File: config.mk
export PLATFORM = sky130hd
export DESIGN_NAME = onewire_bus_master_flat
export DESIGN_NICKNAME = d
export VERILOG_FILES = /design/src/hw/rtl/owb_pkg.sv /design/src/hw/rtl/owb_req_if.sv /design/src/hw/rtl/owb_rsp_if.sv /design/src/hw/rtl/onewire_bus_master.sv /design/src/flat_wrapper.sv
export SDC_FILE = /design/constraint.sdc
export NUM_CORES = 1
export LEC_CHECK = 0
export ABC_AREA = 1
export ABC_CLOCK_PERIOD_IN_PS = 3450
export BUFFER_PORTS_ARGS = -buffer_cell sky130_fd_sc_hd__buf_2
export CAP_MARGIN = 20
export CORE_UTILIZATION = 56
export CTS_CLUSTER_SIZE = 28
export DETAILED_ROUTE_END_ITERATION = 16
export PLACE_DENSITY_LB_ADDON = 0.15
export SLEW_MARGIN = 10
export SYNTH_ARGS = -nofsm -noshare
export SYNTH_HDL_FRONTEND = slang
export SYNTH_SLANG_ARGS = --single-unit
File: constraint.sdc
create_clock -name clock -period 3.45 [get_ports clock]
set_input_delay 0.1725 -clock clock [delete_from_list [all_inputs] [get_ports clock]]
set_output_delay 0.1725 -clock clock [all_outputs]
set_load 0.01 [all_outputs]
File: src/hw/rtl/owb_pkg.sv
// Package for the single-wire bus master: command codes, register indexes,
// reset values of the timing registers, phase encoding and result payload type.
// No dependencies.
package owb_pkg;

   // Width of every timing register and of the tick timer
   localparam int unsigned TickWidth = 10;
   localparam int unsigned BitsPerByte = 8;
   localparam int unsigned BitIdxWidth = $clog2(BitsPerByte);

   // Command codes carried by an input beat
   typedef enum logic [1:0] {
      FUNC_NONE  = 2'd0,
      FUNC_RESET = 2'd1,
      FUNC_WRITE = 2'd2,
      FUNC_READ  = 2'd3
   } func_type;

   // Configuration register indexes
   typedef enum logic [2:0] {
      REG_RESET_LOW     = 3'd0,
      REG_PRESENCE_WAIT = 3'd1,
      REG_RESET_REC     = 3'd2,
      REG_SLOT          = 3'd3,
      REG_GAP           = 3'd4,
      REG_SHORT_LOW     = 3'd5
   } reg_index_type;

   // Reset values of the timing registers, in ticks
   localparam logic [TickWidth-1:0] ResetLowDefault      = 10'd480;
   localparam logic [TickWidth-1:0] PresenceWaitDefault  = 10'd60;
   localparam logic [TickWidth-1:0] ResetRecoveryDefault = 10'd480;
   localparam logic [TickWidth-1:0] SlotDefault          = 10'd60;
   localparam logic [TickWidth-1:0] GapDefault           = 10'd2;
   localparam logic [TickWidth-1:0] ShortLowDefault      = 10'd2;

   // Bus phases, one-hot
   typedef enum logic [7:0] {
      PH_IDLE     = 8'b0000_0001,
      PH_RST_LOW  = 8'b0000_0010,
      PH_RST_WAIT = 8'b0000_0100,
      PH_RST_REC  = 8'b0000_1000,
      PH_WR_SLOT  = 8'b0001_0000,
      PH_WR_GAP   = 8'b0010_0000,
      PH_RD_LOW   = 8'b0100_0000,
      PH_RD_REST  = 8'b1000_0000
   } phase_type;

   // One result beat
   typedef struct packed {
      logic                   drive_low;
      logic                   busy_res;
      logic                   done_res;
      logic                   presence;
      logic [BitsPerByte-1:0] read_data;
   } rsp_payload_type;

endpackage

File: src/hw/rtl/owb_req_if.sv
// Input channel of the single-wire bus master: one beat per bus tick.
// Depends on owb_pkg.
interface owb_req_if
   import owb_pkg::*;
();
   logic                   valid;
   logic                   ready;
   logic [1:0]             func;
   logic [BitsPerByte-1:0] data;
   logic                   line_level;

   modport source (output valid, output func, output data, output line_level, input ready);
   modport sink   (input valid, input func, input data, input line_level, output ready);
endinterface

File: src/hw/rtl/owb_rsp_if.sv
// Result channel of the single-wire bus master: one beat per accepted tick.
// Depends on owb_pkg.
interface owb_rsp_if
   import owb_pkg::*;
();
   logic                   valid;
   logic                   ready;
   logic                   drive_low;
   logic                   busy_res;
   logic                   done_res;
   logic                   presence;
   logic [BitsPerByte-1:0] read_data;

   modport source (output valid, output drive_low, output busy_res, output done_res,
                   output presence, output read_data, input ready);
   modport sink   (input valid, input drive_low, input busy_res, input done_res,
                   input presence, input read_data, output ready);
endinterface

File: src/hw/rtl/onewire_bus_master.sv
// Single-wire open-drain bus master, top level.
// Depends on owb_pkg, owb_req_if and owb_rsp_if.
//
// Each input beat is one bus tick: it carries the sampled line level and an
// optional command (reset with presence detect, write a byte, read a byte),
// and produces exactly one result beat telling whether to pull the line low
// this tick, plus busy, done, presence and the last byte read. A command is
// taken only while idle and its first tick is the beat that carries it;
// commands arriving while busy are dropped. The block accepts one beat every
// clock cycle: the whole tick update is one pass of logic from the state
// registers into the result register, so a result appears in the cycle after
// its beat is accepted, and the input stalls only while that result register
// is full and not being taken. Timing registers are to be written over the
// csr_ port only while no command is running; the block does not enforce this.
module onewire_bus_master
   import owb_pkg::*;
(
   input  logic                 clock,
   input  logic                 reset,
   owb_req_if.sink              req_if,
   owb_rsp_if.source            rsp_if,
   input  logic                 csr_we,
   input  logic [2:0]           csr_index,
   input  logic [TickWidth-1:0] csr_wdata
);

   // Timing registers
   logic [TickWidth-1:0] reset_low_ff, presence_wait_ff, reset_rec_ff;
   logic [TickWidth-1:0] slot_ff, gap_ff, short_low_ff;

   // Engine state
   phase_type              phase_ff, phase_in;
   logic [TickWidth-1:0]   timer_ff, timer_in;
   logic [BitIdxWidth-1:0] bit_ff, bit_in;
   logic [BitsPerByte-1:0] shift_ff, shift_in;
   logic                   presence_ff, presence_in;
   logic [BitsPerByte-1:0] hold_ff, hold_in;

   // Values after a new command has been taken on this tick
   phase_type              st_phase;
   logic [TickWidth-1:0]   st_timer;
   logic [BitIdxWidth-1:0] st_bit;
   logic [BitsPerByte-1:0] st_shift;

   logic drive, busy, done;

   // Result register
   logic            rsp_valid_ff;
   rsp_payload_type rsp_ff, rsp_in;

   logic req_fire;

   // True on the last tick of a stage of n ticks; zero acts as one
   function automatic logic stage_ends(input logic [TickWidth-1:0] t,
                                       input logic [TickWidth-1:0] n);
      logic [TickWidth:0] t1;
      t1 = {1'b0, t} + {{TickWidth{1'b0}}, 1'b1};
      return t1 >= {1'b0, n};
   endfunction

   assign req_if.ready = !rsp_valid_ff || rsp_if.ready;
   assign req_fire     = req_if.valid && req_if.ready;

   // Configuration writes
   always_ff @(posedge clock) begin
      if (reset) begin
         reset_low_ff     <= ResetLowDefault;
         presence_wait_ff <= PresenceWaitDefault;
         reset_rec_ff     <= ResetRecoveryDefault;
         slot_ff          <= SlotDefault;
         gap_ff           <= GapDefault;
         short_low_ff     <= ShortLowDefault;
      end else if (csr_we) begin
         unique case (csr_index)
            REG_RESET_LOW:     reset_low_ff     <= csr_wdata;
            REG_PRESENCE_WAIT: presence_wait_ff <= csr_wdata;
            REG_RESET_REC:     reset_rec_ff     <= csr_wdata;
            REG_SLOT:          slot_ff          <= csr_wdata;
            REG_GAP:           gap_ff           <= csr_wdata;
            REG_SHORT_LOW:     short_low_ff     <= csr_wdata;
            default: ;
         endcase
      end
   end

   // Command start: a nonzero command is taken only while idle
   always_comb begin
      st_phase = phase_ff;
      st_timer = timer_ff;
      st_bit   = bit_ff;
      st_shift = shift_ff;
      if (phase_ff == PH_IDLE && req_if.func != FUNC_NONE) begin
         st_timer = '0;
         st_bit   = '0;
         unique case (req_if.func)
            FUNC_RESET: st_phase = PH_RST_LOW;
            FUNC_WRITE: begin
               st_shift = req_if.data;
               st_phase = PH_WR_SLOT;
            end
            default: begin
               st_shift = '0;
               st_phase = PH_RD_LOW;
            end
         endcase
      end
   end

   // One tick of the bus engine
   always_comb begin
      phase_in    = st_phase;
      timer_in    = st_timer + 1'b1;
      bit_in      = st_bit;
      shift_in    = st_shift;
      presence_in = presence_ff;
      hold_in     = hold_ff;
      drive       = 1'b0;
      done        = 1'b0;
      busy        = (st_phase != PH_IDLE);

      unique case (st_phase)
         PH_IDLE: begin
            timer_in = st_timer;
         end
         PH_RST_LOW: begin
            drive = 1'b1;
            if (stage_ends(st_timer, reset_low_ff)) begin
               phase_in = PH_RST_WAIT;
               timer_in = '0;
            end
         end
         PH_RST_WAIT: begin
            if (st_timer >= presence_wait_ff) begin
               // Sample tick: a device answering holds the line low
               presence_in = !req_if.line_level;
               timer_in    = '0;
               if (!req_if.line_level && reset_rec_ff != '0) begin
                  phase_in = PH_RST_REC;
               end else begin
                  phase_in = PH_IDLE;
                  bit_in   = '0;
                  done     = 1'b1;
               end
            end
         end
         PH_RST_REC: begin
            if (stage_ends(st_timer, reset_rec_ff)) begin
               phase_in = PH_IDLE;
               timer_in = '0;
               bit_in   = '0;
               done     = 1'b1;
            end
         end
         PH_WR_SLOT: begin
            drive = !st_shift[0] || (st_timer < short_low_ff);
            if (stage_ends(st_timer, slot_ff)) begin
               timer_in = '0;
               if (gap_ff != '0) begin
                  phase_in = PH_WR_GAP;
               end else if (st_bit == BitIdxWidth'(BitsPerByte - 1)) begin
                  phase_in = PH_IDLE;
                  bit_in   = '0;
                  done     = 1'b1;
               end else begin
                  bit_in   = st_bit + 1'b1;
                  shift_in = st_shift >> 1;
               end
            end
         end
         PH_WR_GAP: begin
            if (stage_ends(st_timer, gap_ff)) begin
               timer_in = '0;
               if (st_bit == BitIdxWidth'(BitsPerByte - 1)) begin
                  phase_in = PH_IDLE;
                  bit_in   = '0;
                  done     = 1'b1;
               end else begin
                  bit_in   = st_bit + 1'b1;
                  shift_in = st_shift >> 1;
                  phase_in = PH_WR_SLOT;
               end
            end
         end
         PH_RD_LOW: begin
            drive = 1'b1;
            if (stage_ends(st_timer, short_low_ff)) begin
               phase_in = PH_RD_REST;
               timer_in = '0;
            end
         end
         PH_RD_REST: begin
            // First released tick samples the bit into the top
            if (st_timer == '0) begin
               shift_in = {req_if.line_level, st_shift[BitsPerByte-1:1]};
            end
            if (stage_ends(st_timer, slot_ff)) begin
               timer_in = '0;
               if (st_bit == BitIdxWidth'(BitsPerByte - 1)) begin
                  hold_in  = shift_in;
                  phase_in = PH_IDLE;
                  bit_in   = '0;
                  done     = 1'b1;
               end else begin
                  bit_in   = st_bit + 1'b1;
                  phase_in = PH_RD_LOW;
               end
            end
         end
         default: begin
            // Unreachable code: fall back to idle with the line released
            phase_in = PH_IDLE;
            timer_in = '0;
            bit_in   = '0;
            busy     = 1'b0;
         end
      endcase
   end

   // Result payload of this tick
   always_comb begin
      rsp_in.drive_low = drive;
      rsp_in.busy_res  = busy;
      rsp_in.done_res  = done;
      rsp_in.presence  = presence_in;
      rsp_in.read_data = hold_in;
   end

   // State advances once per accepted beat
   always_ff @(posedge clock) begin
      if (reset) begin
         phase_ff    <= PH_IDLE;
         timer_ff    <= '0;
         bit_ff      <= '0;
         shift_ff    <= '0;
         presence_ff <= 1'b0;
         hold_ff     <= '0;
      end else if (req_fire) begin
         phase_ff    <= phase_in;
         timer_ff    <= timer_in;
         bit_ff      <= bit_in;
         shift_ff    <= shift_in;
         presence_ff <= presence_in;
         hold_ff     <= hold_in;
      end
   end

   // Result register
   always_ff @(posedge clock) begin
      if (reset) begin
         rsp_valid_ff <= 1'b0;
      end else if (req_fire) begin
         rsp_valid_ff <= 1'b1;
      end else if (rsp_if.ready) begin
         rsp_valid_ff <= 1'b0;
      end
   end

   always_ff @(posedge clock) begin
      if (req_fire) begin
         rsp_ff <= rsp_in;
      end
   end

   assign rsp_if.valid     = rsp_valid_ff;
   assign rsp_if.drive_low = rsp_ff.drive_low;
   assign rsp_if.busy_res  = rsp_ff.busy_res;
   assign rsp_if.done_res  = rsp_ff.done_res;
   assign rsp_if.presence  = rsp_ff.presence;
   assign rsp_if.read_data = rsp_ff.read_data;

   // A completing tick always leaves the engine idle
   assert property (@(posedge clock) disable iff (reset)
      req_fire && done |=> phase_ff == PH_IDLE)
      else $error("engine not idle after completing tick");

   // Idle means timer and bit counter are cleared
   assert property (@(posedge clock) disable iff (reset)
      phase_ff == PH_IDLE |-> timer_ff == '0 && bit_ff == '0)
      else $error("idle with stale timer or bit index");

   // The line is only pulled low during a command
   assert property (@(posedge clock) disable iff (reset)
      rsp_valid_ff && rsp_ff.drive_low |-> rsp_ff.busy_res)
      else $error("line driven low while not busy");

   // Done is only reported on a busy tick
   assert property (@(posedge clock) disable iff (reset)
      rsp_valid_ff && rsp_ff.done_res |-> rsp_ff.busy_res)
      else $error("done without busy");

   // Held read byte changes only on a completing read
   assert property (@(posedge clock) disable iff (reset)
      !(req_fire && done) |=> $stable(hold_ff))
      else $error("read byte changed outside a completing tick");

endmodule

File: src/flat_wrapper.sv
// flat-port wrapper written by rule: the top's interface ports become plain ports
module onewire_bus_master_flat import owb_pkg::*;
  (clock, reset, csr_we, csr_index, csr_wdata, req_if_valid, req_if_func, req_if_data, req_if_line_level, req_if_ready, rsp_if_valid, rsp_if_drive_low, rsp_if_busy_res, rsp_if_done_res, rsp_if_presence, rsp_if_read_data, rsp_if_ready);
  owb_req_if req_if_i ();
  owb_rsp_if rsp_if_i ();
  input  logic clock;
  input  logic reset;
  input  logic csr_we;
  input  logic [2:0] csr_index;
  input  logic [TickWidth-1:0] csr_wdata;
  input wire logic [$bits(req_if_i.valid)-1:0] req_if_valid;
  input wire logic [$bits(req_if_i.func)-1:0] req_if_func;
  input wire logic [$bits(req_if_i.data)-1:0] req_if_data;
  input wire logic [$bits(req_if_i.line_level)-1:0] req_if_line_level;
  output wire logic [$bits(req_if_i.ready)-1:0] req_if_ready;
  output wire logic [$bits(rsp_if_i.valid)-1:0] rsp_if_valid;
  output wire logic [$bits(rsp_if_i.drive_low)-1:0] rsp_if_drive_low;
  output wire logic [$bits(rsp_if_i.busy_res)-1:0] rsp_if_busy_res;
  output wire logic [$bits(rsp_if_i.done_res)-1:0] rsp_if_done_res;
  output wire logic [$bits(rsp_if_i.presence)-1:0] rsp_if_presence;
  output wire logic [$bits(rsp_if_i.read_data)-1:0] rsp_if_read_data;
  input wire logic [$bits(rsp_if_i.ready)-1:0] rsp_if_ready;
  assign req_if_i.valid = req_if_valid;
  assign req_if_i.func = req_if_func;
  assign req_if_i.data = req_if_data;
  assign req_if_i.line_level = req_if_line_level;
  assign req_if_ready = req_if_i.ready;
  assign rsp_if_valid = rsp_if_i.valid;
  assign rsp_if_drive_low = rsp_if_i.drive_low;
  assign rsp_if_busy_res = rsp_if_i.busy_res;
  assign rsp_if_done_res = rsp_if_i.done_res;
  assign rsp_if_presence = rsp_if_i.presence;
  assign rsp_if_read_data = rsp_if_i.read_data;
  assign rsp_if_i.ready = rsp_if_ready;
  onewire_bus_master u_core (.clock(clock), .reset(reset), .req_if(req_if_i), .rsp_if(rsp_if_i), .csr_we(csr_we), .csr_index(csr_index), .csr_wdata(csr_wdata));
endmodule
==> impl_results.md, run 1 <==
- Diode count: 0
- Final worst slack: 0.114 ns
- CTS H-tree lvls: 3
- Max Cap Violations: 0
- Maximum clock path buffer count: 2
- CP required: 3.74 ns
- WL final: 23600 microns
- Final Skew: 0.00910 ns
- CP max stage cell: dfxtp_2
- Tmin final: 3.34 ns
- Synth warn: 0
- Syn Inst Count: 1165
- Most common cell in the netlist: nand2_1
- Number of synthesized flops with an enable pin: 12
- Grt total ovfl: 0
- Worst path buffer plus inverter count: 5
- Post-synth cell types: 47
- Status: complete, no violations
- CTS Buf Count: 9
- Worst skew pair latency: 0.36 ns
- Critical path peak fanout: 7
- I/O pins: 43
- FF+latch count, synth: 111
- Worst slew pin tran: 0.830 ns
- Initial core utilization: 58.4%
- Area leader, netlist: dfxtp_1
- Chip Height: 120 microns
- CP most frequent cell: nand2_1
- # port buffers: 42
- First-pass GRT wire length: 37200 microns
- Crit start category: flop
- Vias in the first global route: 7426
- Clock-pin transition on the worst setup and hold timing paths: 0.08 ns
- Final Cell Area: 9200 sq um
- Syn avg cell area: 6.74 sq um
- Wirelength per Cell: 16.4 microns
- Area of the die: 14500 sq um
- Clk root buf: clkbuf_16
- Post-synth top cells: 241 x nand2_1, 171 x inv_1, 129 x a21oi_1
- GPL Wtd Cong: 0.973
- Top-area cell type share of the netlist area: 25.2%
- GR Util All Layers: 32.8%
- Endpoints failing setup: 0
- Core Region: 13500 sq um
- Via count: 8273
- FFs w/ async S/R, synth: 0%
- Hold Fails Final Rpt: 0
- Critical path endpoint category: flop
- VDD IR-drop max: 0.000261 V
- HPWL after DPL: 17500 microns
- Synth area leaders: dfxtp_1 25%, nand2_1 12%, ha_1 11%
- Fmax: 0.300 GHz
- Row Count: 42
- Total power: 3.04 mW
- Ratio of cells with drive above 1 in the final layout: 17.0%
- CTS Hold Buffers Added: 0
- Pre-CTS WS: -0.0867 ns
- Area post-placement: 8660 sq um
- Area delta synth->final: 17.2%
- Iteration count of the initial detailed-routing pass: 6
- Number of remaining DRC errors: 0
- Die Wd: 120 microns
- Net Count, Synth: 1265
- DR iter-0 viols: 806
- Antenna violations before repair: 0
- Kind of critical path: reg -> reg
- Pin count of the biggest net entering global routing: 61
- CP max stage delay: 0.34 ns
- Power density cells: 330 nW/um^2
- Post-route ant nets: 0
- Worst Path Arrival: 3.62 ns
- Leakage: 4.53 nW
- Synth Cell Area: 7850 sq um
- Post-synth top flop: dfxtp_1
- Number of nets in the layout: 1362
- Cell family with most CP delay: simple AND/OR/NAND/NOR gates
- Routed vias/inst: 5.73
- Register area share after synthesis: 29.8%
- Clock Sinks: 111
- Hold WC Path Type: in -> reg
- Slew headroom: 44.3%
- Fin crit share: 96.7%
- TritonCTS clock tree: yes
- Final Max Tran Viols: 0
-- cell usage in the layout, fill, tap and decap left out, types with 9 or more instances in the layout --
| cell | count |
|---|---|
| o211ai_1 | 21 |
| edfxtp_1 | 12 |
| o21ai_1 | 9 |
| buf_4 | 80 |
| buf_2 | 42 |
| dfxtp_1 | 96 |
| o21ai_0 | 91 |
| nand2_2 | 18 |
| inv_2 | 12 |
| clkbuf_16 | 9 |
| nand4_1 | 26 |
| a21oi_1 | 126 |
| ha_1 | 69 |
| nor2_1 | 74 |
| nor3_1 | 26 |
| nand2_1 | 233 |
| inv_1 | 163 |
| nor2_2 | 9 |
| nand3_1 | 66 |
-- logic make-up after synthesis --
| group | after synthesis | synth area share [%] |
|---|---|---|
| AOI/OAI and AO/OA | 284 | 20.1 |
| DFF | 111 | 29.8 |
| buffers and inverters | 217 | 10.9 |
| and+or+nand+nor | 480 | 27.5 |
| xor gates and xnor gates | 2 | 0.319 |
| adders and majority gates | 71 | 11.3 |
-- per-layer routing --
metal / up-vias / GRT usage, % / part of all wire (%) / routed length (microns)
met3: 90 / 4.15 / 6.9 / 1630
met5: - / 0 / 0 / 0
met2: 376 / 54.7 / 46 / 10900
met1: 3721 / 41.6 / 42 / 9890
li1: 4086 / - / - / -
met4: 0 / 16.7 / 4.9 / 1160
-- repair_timing --
action | CTS | global route
setup endpoints to repair | 0 | 46
endpoints found under the hold margin | 0 | 0
setup buffers | 0 | 8
gates resized for setup | 0 | 60
-- metrics by stage --
stage	cells	utilization, %	TNS (ns)	hold WS (ns)
4_1_cts	1435	66.5	0	0.112
3_5_place_dp	1419	64.4	-0.548	0.453
3_3_place_gp	1419	64.4	0	0.450
2_1_floorplan	1165	-	0	0.303
5_1_grt	1443	68.4	-0.296	0.150
6_report	1443	68.4	0	0.116
-- layout make-up --
class | instances | area, sq um
Inverter | 176 | 662
Fill cell | 1211 | 4250
Clock inverter | 4 | 30.0
Clock buffer | 12 | 246
Timing Repair Buffer | 127 | 867
Tap cell | 176 | 220
Multi-Input combinational cell | 837 | 4830
Sequential cell | 111 | 2350
-- flip-flops by register name, summed over array words and instances (netlist names), 3 cells and up --
signal,cells
u_core.bit_ff,3
u_core.rsp_if.read_data,8
u_core.reset_rec_ff,10
u_core.hold_ff,8
u_core.short_low_ff,10
u_core.presence_wait_ff,10
u_core.timer_ff,10
u_core.slot_ff,10
u_core.reset_low_ff,10
u_core.gap_ff,10
u_core.shift_ff,8
u_core.phase_ff,8
-- tightest hold or removal path, delay by kind of cell --
kind | cells | cell delay [ns]
compound gates | 1 | 0.08
buf+inv | 2 | 0.10
simple gates | 1 | 0.07
-- worst paths after layout --
path / startpoint / endpoint / slack, ns / depth (start not counted)
worst max-delay path: u_core.phase_ff[5] / u_core.timer_ff[5] / 0.11 / 26
worst min-delay path: rsp_if_ready / u_core.rsp_if.valid / 0.12 / 4
worst max register to register: u_core.phase_ff[5] / u_core.timer_ff[5] / 0.11 / 26
worst min register to register: u_core.presence_wait_ff[7] / u_core.presence_wait_ff[7] / 0.46 / 2
-- power breakdown --
| group | switching (mW) | total, mW | leakage (nW) | internal, mW |
|---|---|---|---|---|
| sequential | 0.0225 | 1.39 | 0.929 | 1.37 |
| clock | 0.502 | 1.02 | 0.139 | 0.517 |
| combinational | 0.422 | 0.631 | 3.46 | 0.209 |
Note: power is estimated with default switching activity, not from simulation.
==> inputs of run 2 (changes only) <==
Settings changed: CORE_ASPECT_RATIO from default to 2.
==> run 2 against run 1 <==
  * Routed wire length grew 14%
  * The run now ends with negative setup slack left
  * Die area grew 0.20%
  * Worst setup slack lost 0.14 ns
  * Critical path depth shrank 1
  * Total power grew 3.4%
  * Sequential power is essentially flat
  * Utilization grew 4.8 points
  * Non-clock buffer count grew 27
==> impl_results.md, run 2 (synthesized netlist as in run 1, its figures left out) <==
- RSZ-0062 raised after global routing: yes
- GR Util met1: 33.6%
- Tmin final: 3.48 ns
- Clock Sinks: 111
- Area occupied by multi-input gates: 5210 sq um
- Iteration count of the initial detailed-routing pass: 8
- Die Wd: 85.7 microns
- Kind of critical path: reg -> reg
- GR Util All Layers: 36.1%
- Post-route ant nets: 0
- Final Instance Count excl. Fillers: 1480
- Routed vias/inst: 5.82
- CP required: 3.75 ns
- Antenna violations before repair: 0
- GR Util met3: 6.91%
- Met2 Usage GRT: 65.6%
- Final worst slack: -0.0263 ns
- Worst slew pin tran: 1.13 ns
- Critical path endpoint category: flop
- CTS H-tree lvls: 3
- Hold Fails Final Rpt: 0
- Slew headroom: 24.9%
- Maximum clock path buffer count: 2
- Fmax: 0.288 GHz
- Area delta synth->final: 26.6%
- FILL cells: 1143
- CTS Buf Count: 9
- Reg2reg path depth: 25
- Pin count of the biggest net entering global routing: 61
- Commonest non-fill, non-tap cell in the layout: nand2_1
- FF+latch area: 2350 sq um
- WL final: 27000 microns
- Area of the die: 14500 sq um
- GRT busiest layer: met2
- Vias in the first global route: 7998
- CP max stage delay: 0.34 ns
- Wirelength per Cell: 18.2 microns
- Clock Power Share: 33.1%
- GPL Wtd Cong: 1.03
- Final Cell Area: 9940 sq um
- Final Skew: 0.00568 ns
- Crit start category: flop
- Most frequent cells in the layout: 215 x nand2_1, 160 x inv_1, 111 x a21oi_1
- Switching fraction of total power: 32.7%
- Worst skew pair latency: 0.36 ns
- Final Max Tran Viols: 0
- Worst hold path depth: 4
- Row Count: 60
- Cell family with most CP delay: simple AND/OR/NAND/NOR gates
- Critical path peak fanout: 7
- CP max stage cell: dfxtp_2
- Via count: 8618
- Pre-CTS WS: -0.181 ns
- Dpl cells: 1447
- TritonCTS clock tree: yes
- Clock-pin transition on the worst setup and hold timing paths: 0.08 ns
- Area post-placement: 8870 sq um
- Number of remaining DRC errors: 0
- CP Depth: 25
- VDD IR-drop max: 0.000289 V
- DR iter-0 viols: 749
- Hold_ws: 0.0993 ns
- Failing checks: negative setup slack
- Reg power frac: 44.3%
- Final Util: 73.1%
- HPWL after DPL: 19500 microns
- Net switching power figure: 1.03 mW
- Status: complete, but fails checks
- Chip Height: 169 microns
- # port buffers: 42
- Fin crit share: 101%
- Grt total ovfl: 0
- Core Region: 13600 sq um
- Diode count: 0
- Hold WC Path Type: in -> reg
- I/O pins: 43
- Internal power: 2.11 mW
- First-pass GRT wire length: 39800 microns
- Number of nets in the layout: 1389
- Worst path buffer plus inverter count: 7
- Endpoints failing setup: 3
- Initial core utilization: 57.8%
- Worst Path Arrival: 3.77 ns
- Max Cap Violations: 0
- Ratio of cells with drive above 1 in the final layout: 23.8%
- Leakage: 4.71 nW
- Power density cells: 316 nW/um^2
- Logic gate share of total power: 22.7%
- CP most frequent cell: buf_6
- Clk root buf: clkbuf_16
[run 2: cell types whose count changed in the layout (fill, tap and decap cells not counted), sizes merged]
cell      previous run  this run
inv                177       175
clkinvlp             0         4
clkbuf              12        10
buf                127       154
[run 2: path summary, 6_finish.rpt]
check	start	to	slack, ns
worst max-delay path	u_core.phase_ff[5]	u_core.timer_ff[2]	-0.03
worst max register to register	u_core.phase_ff[5]	u_core.timer_ff[2]	-0.03
worst min register to register	u_core.presence_wait_ff[0]	u_core.presence_wait_ff[0]	0.46
worst min-delay path	rsp_if_ready	u_core.rsp_if.valid	0.1
[run 2: routing by layer]
metal | wire length, microns | vias to the layer above
met1 | 9000 | 3929
met4 | 2660 | 0
met5 | 0 | -
li1 | - | 4144
met2 | 13800 | 377
met3 | 1510 | 168
[run 2: tightest hold or removal path: stages]
cell and delay, ns:
buf_2 0.07, inv_1 0.03, nand2_1 0.08, a21oi_1 0.07
[run 2: timing repair]
item                       4_1_cts  5_1_grt
cloned                           0        0
setup endpoints to repair       16       45
hold buffers                     0        0
buffers inserted                 0       17
pin swaps                        0       40
gates resized for setup          2      142
[run 2: cell type report]
class                   instances  share of cell area, %
clock inverters                 6                  0.554
multi-input cells             837                   52.4
well taps                     186                   2.34
inverters                     176                   6.87
repair buffers                154                   11.9
clock buffers                  10                   2.30
flip-flops and latches        111                   23.6
[run 2: per-stage QoR]
stage / power, mW / TNS, ns
floorplan: 1.82 / 0
global placement: 2.04 / -1.44
detailed placement: 2.05 / -2.67
CTS: 3.07 / 0
global route: 3.26 / -3.68
finish: 3.14 / -0.0499
[run 2: power by group through the flow]
stage	logic, mW	registers [mW]	clock network, mW
final	0.712	1.39	1.04
after detailed placement	0.630	1.42	0
after CTS	0.636	1.39	1.04
after global placement	0.623	1.42	0
after floorplan	0.392	1.42	0
after global routing	0.775	1.40	1.09
==> inputs of run 3 (changes only) <==
Settings changed: ABC_AREA 1 to default, TNS_END_PERCENT from default to 50.
==> run 3 against run 2 <==
  * The run still ends with negative setup slack left
  * Maximum frequency down 14%
  * Hold slack worse by 0.047 ns
  * Routed wire length down 15%
  * Clock power about the same
  * Flip-flop and latch count unchanged
  * Non-clock buffer count down 23
  * Global-route usage up 1.1 points
  * Critical path depth down 13
  * Highest routed layer unchanged
==> impl_results.md, run 3 <==
- Final Max Tran Viols: 0
- Post-route ant nets: 0
- Crit start category: flop
- Worst slew pin tran: 1.12 ns
- Kind of critical path: reg -> reg
- CTS Hold Buffers Added: 0
- Initial core utilization: 57.4%
- VDD IR-drop max: 0.000287 V
- GPL Wtd Cong: 0.980
- CP most frequent cell: or4b_4
- Final Skew: 0.00860 ns
- Endpoints failing setup: 46
- Fmax: 0.247 GHz
- Leakage: 3.81 nW
- Most common cell in the netlist: nand2_1
- # port buffers: 42
- Most frequent cells in the layout: 119 x nand2_1, 94 x dfxtp_1, 84 x buf_4
- CP required: 3.56 ns
- Final Cell Area: 8410 sq um
- CP max stage cell: or4b_4
- FILL cells: 995
- Reg2reg path depth: 12
- Synth area leaders: dfxtp_1 29%, ha_1 13%, nand2_1 6.5%
- FFs w/ async S/R, synth: 0%
- Antenna violations before repair: 0
- Chip Height: 159 microns
- Commonest non-fill, non-tap cell in the layout: nand2_1
- Area of the die: 12800 sq um
- Fin crit share: 117%
- Hold Fails Final Rpt: 0
- Clock-pin transition on the worst setup and hold timing paths: 0.08 ns
- TNS Setup: -22.98 ns
- Number of remaining DRC errors: 0
- Number of nets in the layout: 1041
- Worst hold path depth: 3
- Top-area cell type share of the netlist area: 28.7%
- Area occupied by multi-input gates: 4430 sq um
- HPWL after DPL: 17500 microns
- Area leader, netlist: dfxtp_1
- DR iter-0 viols: 368
- Syn Inst Count: 830
- Post-synth top flop: dfxtp_1
- Critical path peak fanout: 8
- Synth Cell Area: 6910 sq um
- Iteration count of the initial detailed-routing pass: 5
- Number of synthesized flops with an enable pin: 12
- Critical path endpoint category: flop
- Clock Sinks: 111
- Status: complete, but fails checks
- Wirelength per Cell: 20.9 microns
- Hold WC Path Type: in -> reg
- Routed vias/inst: 6.26
- Final Instance Count excl. Fillers: 1093
- Core Region: 12100 sq um
- Worst skew pair latency: 0.35 ns
- Row Count: 57
- Slew headroom: 24.5%
- Vias in the first global route: 7042
- Diode count: 0
- Synth warn: 0
- First-pass GRT wire length: 35500 microns
- WL final: 22900 microns
- Final worst slack: -0.591 ns
- Post-synth top cells: 119 x nand2_1, 99 x dfxtp_1, 71 x ha_1
- Net Count, Synth: 930
- Power density cells: 338 nW/um^2
- Worst Path Arrival: 4.15 ns
- Crit-path cells: or4b_4, o31ai_4, nor2_2, and2_4, xor2_4, ha_4, and3_4, a221o_1, or4b_4, a211o_4, nand3_4, mux2_4
- CTS Buf Count: 9
- Via count: 6842
- GR Util All Layers: 37.2%
- Clk root buf: clkbuf_16
- Dpl cells: 1070
- FF+latch area: 2350 sq um
- I/O pins: 43
- Ratio of cells with drive above 1 in the final layout: 21.8%
- RSZ-0062 raised after global routing: yes
- Syn avg cell area: 8.33 sq um
- TritonCTS clock tree: yes
- Area delta synth->final: 21.7%
- Area post-placement: 7910 sq um
- Maximum clock path buffer count: 2
- Grt total ovfl: 0
- CP max stage delay: 0.57 ns
- Die Wd: 80.6 microns
- CTS H-tree lvls: 3
- Pin count of the biggest net entering global routing: 50
- Pre-CTS WS: -0.692 ns
- Tmin final: 4.04 ns
- Register area share after synthesis: 33.9%
- Max Cap Violations: 0
- Failing checks: negative setup slack
- FF+latch count, synth: 111
- Post-synth cell types: 73
-- run 3: layout make-up --
type,count,area share [%]
tap,147,2.19
clock inverter,5,0.565
multi-input combinational,620,52.7
clock buffer,11,2.77
timing repair buffer,131,10.8
sequential,111,28.0
inverter,68,3.03
-- run 3: worst max-delay path: cells and delay by family (launching register included) --
kind            cells  cell delay [ns]
xor+xnor            1             0.17
flops               1             0.35
compound gates      3             1.00
mux                 1             0.33
simple gates        6             1.69
fa+ha+maj           1             0.22
-- run 3: metal layers --
metal | vias to the layer above | part of all wire [%] | GRT usage [%]
li1 | 3210 | - | -
met2 | 248 | 53 | 67.2
met3 | 124 | 4.2 | 6.02
met5 | - | 0 | 0
met4 | 0 | 9.9 | 33.5
met1 | 3260 | 33 | 33.6
-- run 3: repair_timing --
item | 4_1_cts | 5_1_grt
cloned | 1 | 0
buffers inserted | 4 | 1
pin swaps | 12 | 9
endpoints found under the setup margin | 48 | 48
gates resized for setup | 25 | 17
-- run 3: final timing paths --
kind	start	slack, ns	to
worst min register to register	u_core.gap_ff[9]	0.46	u_core.gap_ff[9]
worst min-delay path	req_if_valid	0.05	u_core.rsp_if.valid
worst max register to register	u_core.phase_ff[1]	-0.59	u_core.rsp_if.read_data[5]
worst max-delay path	u_core.phase_ff[1]	-0.59	u_core.rsp_if.read_data[5]
-- run 3: cell families after synthesis --
logic type               synth area share, %
AO/OA/AOI/OAI                           20.8
XOR/XNOR                                1.01
adder cells (fa/ha/maj)                 12.9
buffers and inverters                   5.99
flip-flops                              33.9
multiplexers                            3.31
AND/OR/NAND/NOR                         22.1
-- run 3: stage by stage --
step	total power [mW]	hold WS (ns)	util, %
after global routing	2.94	0.0634	69.8
final	2.85	0.0523	69.8
after CTS	2.83	0.0510	69.0
after detailed placement	1.82	0.429	65.6
after global placement	1.81	0.420	65.6
after floorplan	1.65	0.290	-
-- run 3: power by group --
group	total, mW	switching [mW]	internal (mW)
Sequential	1.36	0.0216	1.34
Clock	1.02	0.518	0.506
Combinational	0.461	0.288	0.173
